==> src/hw/rtl/psc_pkg.sv <==
`timescale 1ns / 1ps
package psc_pkg;

    // Leaf width of the counting tree: cell bits summed per leaf register.
    localparam int unsigned GROUP_W  = 8;
    localparam int unsigned GROUP_CW = 4;

    // What one cell shows its neighbours.
    typedef struct packed {
        logic valid;
        logic pal;
    } psc_link_t;

    // Sideband that travels alongside the count through the tree.
    typedef struct packed {
        logic valid;
        logic counted;
        logic start;
        logic ovf;
    } psc_tag_t;

endpackage

==> src/hw/rtl/psc_cell.sv <==
`timescale 1ns / 1ps
module psc_cell
    import psc_pkg::*;
(
    input  logic       aclk,
    input  logic       aresetn,
    input  logic       take,
    input  logic       start,
    input  logic [7:0] ch,
    input  logic       prev_valid,
    input  psc_link_t  up_link,
    output psc_link_t  link_out,
    output logic       pal_next
);

    logic       valid_reg;
    logic       valid_next;
    logic       pal_reg;
    logic [7:0] char_reg;
    logic       v_eff;
    logic       match;
    logic       ins;

    // A cell whose upper neighbour is empty is the last stored character, and
    // the text strictly between it and the new character is then empty.
    always_comb begin
        v_eff      = valid_reg & ~start;
        match      = v_eff & (char_reg == ch) & (up_link.pal | ~up_link.valid);
        ins        = ~v_eff & prev_valid;
        pal_next   = match | ins;
        valid_next = v_eff | ins;
    end

    always_ff @(posedge aclk) begin
        if (!aresetn) begin
            valid_reg <= 1'b0;
        end else if (take) begin
            valid_reg <= valid_next;
        end
    end

    always_ff @(posedge aclk) begin
        if (take) begin
            pal_reg <= pal_next;
            if (ins) begin
                char_reg <= ch;
            end
        end
    end

    assign link_out = '{valid: valid_reg, pal: pal_reg};

endmodule

==> src/hw/rtl/psc_count_tree.sv <==
`timescale 1ns / 1ps
module psc_count_tree
    import psc_pkg::*;
#(
    parameter int unsigned N_BITS = 256
) (
    input  logic                        aclk,
    input  logic                        aresetn,
    input  logic                        en,
    input  logic [N_BITS-1:0]           bits_in,
    input  psc_tag_t                    tag_in,
    output logic [$clog2(N_BITS+1)-1:0] count_out,
    output psc_tag_t                    tag_out
);

    localparam int unsigned CW     = $clog2(N_BITS + 1);
    localparam int unsigned NG_RAW = (N_BITS + GROUP_W - 1) / GROUP_W;
    localparam int unsigned LG     = $clog2(NG_RAW);
    localparam int unsigned NG     = 1 << LG;

    logic [NG*GROUP_W-1:0] padded;
    logic [GROUP_CW-1:0]   leaf_sum [NG];
    logic [CW-1:0]         node_reg [1:2*NG-1];
    psc_tag_t              tag_reg  [LG+1];

    always_comb begin
        padded              = '0;
        padded[N_BITS-1:0]  = bits_in;
        for (int g = 0; g < NG; g++) begin
            leaf_sum[g] = '0;
            for (int b = 0; b < GROUP_W; b++) begin
                leaf_sum[g] = leaf_sum[g] + GROUP_CW'(padded[g*GROUP_W+b]);
            end
        end
    end

    // Heap-ordered tree: every node is one register level above its children.
    always_ff @(posedge aclk) begin
        if (en) begin
            for (int g = 0; g < NG; g++) begin
                node_reg[NG+g] <= CW'(leaf_sum[g]);
            end
            for (int k = 1; k < NG; k++) begin
                node_reg[k] <= node_reg[2*k] + node_reg[2*k+1];
            end
        end
    end

    always_ff @(posedge aclk) begin
        if (!aresetn) begin
            for (int j = 0; j <= LG; j++) begin
                tag_reg[j] <= '0;
            end
        end else if (en) begin
            tag_reg[0] <= tag_in;
            for (int j = 1; j <= LG; j++) begin
                tag_reg[j] <= tag_reg[j-1];
            end
        end
    end

    assign count_out = node_reg[1];
    assign tag_out   = tag_reg[LG];

endmodule

==> src/hw/rtl/palindromic_substring_counter.sv <==
`timescale 1ns / 1ps
// Palindromic substring counter.
// Slave channel: one character per beat. s_tdata[7:0] is the byte and
// s_tuser[0] marks the first character of a new string, which clears the
// stored string, the running total and the overflow flag.
// Master channel: one result beat per input beat, in order. It carries the
// number of palindromes ending at that character, the running total for the
// string and a sticky flag set once the string has run past MAX_LEN
// characters; such characters are dropped and report a count of zero.
// A row of MAX_LEN cells holds the characters and one palindrome bit per
// start position; all cells update in the cycle a beat is taken, so a new
// character is accepted every cycle while the receiver does not stall. The
// count is formed by a pipelined adder tree; its leaf and node registers
// are followed by the result register that drives m_tvalid.
// When the receiver stalls, the whole pipeline holds and s_tready falls
// until the result register is drained. Reset empties the cell row, clears
// the total and the overflow flag and leaves no result pending.
module palindromic_substring_counter
    import psc_pkg::*;
#(
    parameter int unsigned MAX_LEN = 256
) (
    input  logic        aclk,
    input  logic        aresetn,
    input  logic        s_tvalid,
    output logic        s_tready,
    input  logic [7:0]  s_tdata,   // [7:0] char_in
    input  logic [0:0]  s_tuser,   // [0] start_new
    output logic        m_tvalid,
    input  logic        m_tready,
    output logic [31:0] m_tdata,   // [8:0] ending_here, [24:9] running_total, zero above
    output logic [0:0]  m_tuser    // [0] length_overflow
);

    localparam int unsigned CW = $clog2(MAX_LEN + 1);
    localparam int unsigned XW = (CW > 9) ? CW : 9;

    logic               en;
    logic               s_accept;
    logic               start;
    logic [7:0]         ch;
    logic               full;
    logic               take;
    logic               ovf_reg;
    logic [MAX_LEN-1:0] valid_vec;
    logic [MAX_LEN-1:0] pal_vec;
    logic [MAX_LEN-1:0] pal_next_vec;
    psc_tag_t           tag_in;
    psc_tag_t           tag_out;
    logic [CW-1:0]      count;

    logic               m_valid_reg;
    logic [8:0]         here_reg;
    logic [8:0]         here_next;
    logic [15:0]        total_reg;
    logic [15:0]        total_next;
    logic               ovf_out_reg;
    logic [XW-1:0]      here_x;
    logic [15:0]        base;
    logic [16:0]        sum;

    assign en       = ~m_valid_reg | m_tready;
    assign s_tready = en;
    assign s_accept = s_tvalid & en;
    assign start    = s_tuser[0];
    assign ch       = s_tdata;
    assign full     = valid_vec[MAX_LEN-1] & ~start;
    assign take     = s_accept & ~full;

    for (genvar i = 0; i < MAX_LEN; i++) begin : g_cell
        logic      prev_valid;
        psc_link_t up_link;
        psc_link_t link_out;

        if (i == 0) begin : g_first
            assign prev_valid = 1'b1;
        end else begin : g_rest
            assign prev_valid = valid_vec[i-1] & ~start;
        end

        if (i == MAX_LEN - 1) begin : g_top
            assign up_link = '{valid: 1'b0, pal: 1'b0};
        end else begin : g_mid
            assign up_link = '{valid: valid_vec[i+1] & ~start, pal: pal_vec[i+1]};
        end

        psc_cell u_cell (
            .aclk       (aclk),
            .aresetn    (aresetn),
            .take       (take),
            .start      (start),
            .ch         (ch),
            .prev_valid (prev_valid),
            .up_link    (up_link),
            .link_out   (link_out),
            .pal_next   (pal_next_vec[i])
        );

        assign valid_vec[i] = link_out.valid;
        assign pal_vec[i]   = link_out.pal;
    end

    always_ff @(posedge aclk) begin
        if (!aresetn) begin
            ovf_reg <= 1'b0;
        end else if (s_accept) begin
            ovf_reg <= (ovf_reg & ~start) | full;
        end
    end

    assign tag_in = '{valid: s_accept, counted: ~full, start: start,
                      ovf: (ovf_reg & ~start) | full};

    psc_count_tree #(
        .N_BITS (MAX_LEN)
    ) u_tree (
        .aclk      (aclk),
        .aresetn   (aresetn),
        .en        (en),
        .bits_in   (pal_next_vec),
        .tag_in    (tag_in),
        .count_out (count),
        .tag_out   (tag_out)
    );

    // The total accumulates the unsaturated count and saturates at its 16-bit
    // field; the reported count is clipped to its 9-bit field.
    always_comb begin
        here_x     = tag_out.counted ? XW'(count) : '0;
        here_next  = (here_x > XW'(511)) ? 9'h1FF : here_x[8:0];
        base       = tag_out.start ? 16'h0000 : total_reg;
        sum        = {1'b0, base} + 17'(here_x);
        total_next = sum[16] ? 16'hFFFF : sum[15:0];
    end

    always_ff @(posedge aclk) begin
        if (!aresetn) begin
            m_valid_reg <= 1'b0;
            total_reg   <= 16'h0000;
        end else if (en) begin
            m_valid_reg <= tag_out.valid;
            if (tag_out.valid) begin
                total_reg <= total_next;
            end
        end
    end

    always_ff @(posedge aclk) begin
        if (en && tag_out.valid) begin
            here_reg    <= here_next;
            ovf_out_reg <= tag_out.ovf;
        end
    end

    assign m_tvalid = m_valid_reg;
    assign m_tdata  = {7'b0, total_reg, here_reg};
    assign m_tuser  = ovf_out_reg;

`ifndef SYNTHESIS
    // Occupied cells always form a prefix of the row.
    a_prefix: assert property (@(posedge aclk) disable iff (!aresetn)
        (valid_vec & ~{valid_vec[MAX_LEN-2:0], 1'b1}) == '0)
        else $error("cell row has a gap");

    a_ovf_zero: assert property (@(posedge aclk) disable iff (!aresetn)
        m_tvalid && m_tuser[0] |-> m_tdata[8:0] == 9'd0)
        else $error("dropped character reported a count");

    a_count_one: assert property (@(posedge aclk) disable iff (!aresetn)
        m_tvalid && !m_tuser[0] |-> m_tdata[8:0] != 9'd0)
        else $error("stored character missed its own palindrome");

    a_total_ge: assert property (@(posedge aclk) disable iff (!aresetn)
        m_tvalid |-> m_tdata[24:9] >= {7'b0, m_tdata[8:0]})
        else $error("running total below count");

    a_full_stops: assert property (@(posedge aclk) disable iff (!aresetn)
        s_accept && full |=> ovf_reg)
        else $error("overflow flag not raised");
`endif

endmodule
==> config.mk <==
export PLATFORM = sky130hd
export DESIGN_NAME = palindromic_substring_counter
export DESIGN_NICKNAME = d
export VERILOG_FILES = /design/src/hw/rtl/psc_pkg.sv /design/src/hw/rtl/psc_cell.sv /design/src/hw/rtl/psc_count_tree.sv /design/src/hw/rtl/palindromic_substring_counter.sv
export SDC_FILE = /design/constraint.sdc
export NUM_CORES = 2
export LEC_CHECK = 0
export BUFFER_PORTS_ARGS = -buffer_cell sky130_fd_sc_hd__buf_2
export CORE_ASPECT_RATIO = 1.75
export CORE_MARGIN = 5
export CORE_UTILIZATION = 30
export DETAILED_ROUTE_END_ITERATION = 6
export GPL_TIMING_DRIVEN = 0
export PLACE_DENSITY_LB_ADDON = 0.08
export SLEW_MARGIN = 20
export SYNTH_ARGS = -nofsm -noshare
export SYNTH_HDL_FRONTEND = slang
export SYNTH_SLANG_ARGS = --single-unit
==> constraint.sdc <==
create_clock -name aclk -period 29.2 [get_ports aclk]
set_input_delay 8.76 -clock aclk [delete_from_list [all_inputs] [get_ports aclk]]
set_output_delay 8.76 -clock aclk [all_outputs]
set_load 0.03 [all_outputs]
==> impl_metrics.csv <==
group,metric,value,unit
place,place_ws,9620,ps
place,port_buffers,39,
detailed_routing,routed_wirelength,640000,um
die,die_w,506,um
detailed_routing,first_pass_iters,6,
worst_setup_path,critical-path-max-stage-delay,430,ps
logic_synthesis,postSynth.topFlopCell,"edfxtp_1",
sta,fmax,0.0512,GHz
final_layout,mostFrequentLayoutCells,"edfxtp_1, xnor2_1, xor2_1",
detailed_routing,drt_first_iter_violations,7838,
worst_setup_path,crit_path_max_fanout,52,
global_route,number_of_antenna_violations_at_the_first_check_in_global_routing,79,
final_layout,largest_register_ffs,2048,
cts,resized_gates_after_cts,0,
sta,post-route-period-util,0.668,
worst_hold_path,hp-class,"flip-flop to flip-flop",
worst_setup_path,timing.critical_path.required,20440,ps
detailed_routing,met2_length,320000,um
sta,final-hold-violation-count,0,
die,initial_core_util,0.300,
logic_synthesis,synth_cell_type_count,63,
global_route,grt-ovfl-total,0,
die,top_level_ports,48,
logic_synthesis,syn_area,129000,um2
sta,layout_setup_ws,9680,ps
place,gp_congestion,0.875,
cts,clock_tree_from_tritoncts,"built",
detailed_routing,num_vias,79900,
cts,clock_tree.buffer_depth,4,
final_layout,regArea,84900,um2
die,core_region_area,431000,um2
logic_synthesis,synth_area_per_inst,14.6,um2
pwr,max-vdd-ir-drop,0.0000467,V
pwr,totalPowerFinal,9200,uW
worst_setup_path,chain_of_cells_forming_the_critical_path,"buf_2, nor2b_1, inv_1, clkbuf_1, clkbuf_4, buf_16, buf_16, buf_2",
final_layout,flow.area_growth_from_synthesis,15.7,%
logic_synthesis,post_synth_inst_count,8871,
sta,finalSetupViolCount,0,
final_layout,nFillCells,41400,
worst_setup_path,setup.worst_path.class,"primary input to output pin",
run,max_cap_viol_count,0,
global_route,grt_max_degree,66,
sta,report.final.slew_viol_count,0,
detailed_routing,met1_length,223000,um
sta,clock-skew-final,54.0,ps
cts,tritoncts.num_buffers,298,
worst_setup_path,endpoint_kind,"output pin",
worst_setup_path,crit_start,"m_tready",
detailed_routing,wire_per_inst,41.8,um
worst_setup_path,reg2reg_to,"u_tree.node_reg[1][236]",
logic_synthesis,synth_warnings,0,
sta,layout_min_cycle_time,19520,ps
global_route,groute.usage.overall,0.280,
place,post-dp-hpwl,443000,um
die,die_area,445000,um2
cts,clock-root-buffer,"clkbuf_16",
final_layout,design.final.nets,9747,
global_route,global_route_wire_length_before_repair,816000,um
logic_synthesis,synth-edff-count,2646,
cts,hold_fix_buffers_at_cts,0,
die,chipHeight,879,um
pwr,power_density,61.5,nW/um2
global_route,first_global_vias,79600,
detailed_routing,routed_via_density,5.22,
cts,h-tree-depth,5,
final_layout,multi_input_comb_area,41500,um2
worst_setup_path,critical_path.endpoint,"s_tready",
final_layout,mostFrequentLayoutCell,"edfxtp_1",
worst_setup_path,worst_r2r_startpoint,"g_cell[208].u_cell.valid_reg",
run_status,status,"complete, no violations",
cts,clkTransAtPathRegs,70,ps
detailed_routing,remaining_drc_errors,0,
logic_synthesis,synth.ff_latch_count,2920,
detailed_routing,antenna_left,0,
final_layout,fin_cells,15300,
pwr,p_leak,0.0513,uW
worst_setup_path,reg2reg_depth,12,
worst_setup_path,critical_path.startpoint_type,"primary input",
worst_setup_path,crit_slowest_cell,"clkbuf_4",
sta,rsz_0062_raised_after_global_routing,"false",
sta,relSlewSlack,0.156,
worst_setup_path,critical_path_arrival,10760,ps
cts,clock_sink_count,2920,
sta,max_slew.worst_pin.slew,1270,ps
worst_setup_path,ff2ff_setup_slack,23600,ps
logic_synthesis,seq_area_frac_synth,0.656,
cts,cts.repair_timing.setup_buffer_count,0,
place,post-place-cells,14600,
detailed_routing,highest_layer,"met5",
final_layout,final_layout_size_suffix_gt1_frac,0.119,
logic_synthesis,synth-async-reset-ratio,0,
detailed_routing,wl_met3,33600,um
die,fp-row-count,319,
cts,worstSkewPairLatency,960,ps
## through the flow
stage	util	hold slack, ps	TNS [ps]	instance area, um2
detailed placement	0.324	459	0	139000
floorplan	-	400	0	129000
CTS	0.346	476	0	149000
finish	0.347	478	0	150000
global route	0.347	492	0	150000
global placement	0.317	454	-4320	137000
## report_power, final
group / switching (uW) / total [uW] / leakage, uW / internal (uW)
sequential: 19.1 / 4590 / 0.0275 / 4570
clock: 1760 / 3910 / 0.00461 / 2160
combinational: 544 / 701 / 0.0192 / 157
## kinds of logic (layout without fill, tap and decap cells)
family                     Yosys count  after routing  share of synthesized area
AOI/OAI and AO/OA                  902            902                     0.0443
xor gates and xnor gates          2172           2172                      0.147
adders and majority gates          415            415                     0.0494
buffers and inverters              782           1460                     0.0283
DFF                               2920           2920                      0.656
muxes                                1              1                  0.0000774
other                                1            140                  0.0000290
and+or+nand+nor                   1678           1678                     0.0744
## worst max-delay path, delay by kind of cell
family	cells	cell delay, ps
buf+inv	7	1850
simple gates	1	70
## layer usage
metal  global-route usage  up-vias
li1                     -    33100
met1                0.302    42400
met3               0.0391     1187
met4                0.223       12
met2                0.492     3204
met5                    0        -
## synth_stat cells, types with 34 or more instances
master	n	area (um2)
nand2_1	75	282
a21o_1	52	390
or4_1	156	1170
o21a_1	34	255
or3b_2	46	403
or2_2	35	219
o2111ai_1	181	1590
dfxtp_1	274	5490
nor3b_1	44	330
o21ai_0	164	821
nand4_1	213	1330
a21oi_1	359	1800
ha_1	255	3190
nor2_1	376	1410
inv_1	402	1510
xor2_1	656	5750
nand2b_1	235	1470
clkbuf_1	81	304
nor2b_1	78	488
buf_2	158	791
buf_4	110	826
nor4_1	117	732
nor3_1	183	916
xnor2_1	1516	13300
nand4b_1	43	377
edfxtp_1	2646	79500
fa_1	160	3200
## worst min path at each step
stage | startpoint | end | slack (ps) | depth (start not counted)
CTS | ovf_reg | ovf_reg | 480 | 2
floorplan | u_tree.tag_reg[0][20] | m_tuser | 400 | 0
detailed placement | u_tree.tag_reg[0][20] | m_tuser | 460 | 0
global placement | u_tree.tag_reg[0][20] | m_tuser | 450 | 0
finish | u_tree.tag_reg[0][20] | m_tuser | 480 | 0
global route | u_tree.tag_reg[0][20] | m_tuser | 490 | 0
## cell type report
cell class                      instances  share of cell area
Antenna cell                          133             0.00222
Buffer                                376              0.0152
Clock buffer                          413              0.0555
Clock inverter                        123             0.00731
Inverter                              406              0.0102
Multi-Input combinational cell       5175               0.277
Sequential cell                      2920               0.568
Tap cell                             5617              0.0470
Timing Repair Buffer                  142              0.0175
Note: power is estimated with default switching activity, not from simulation.
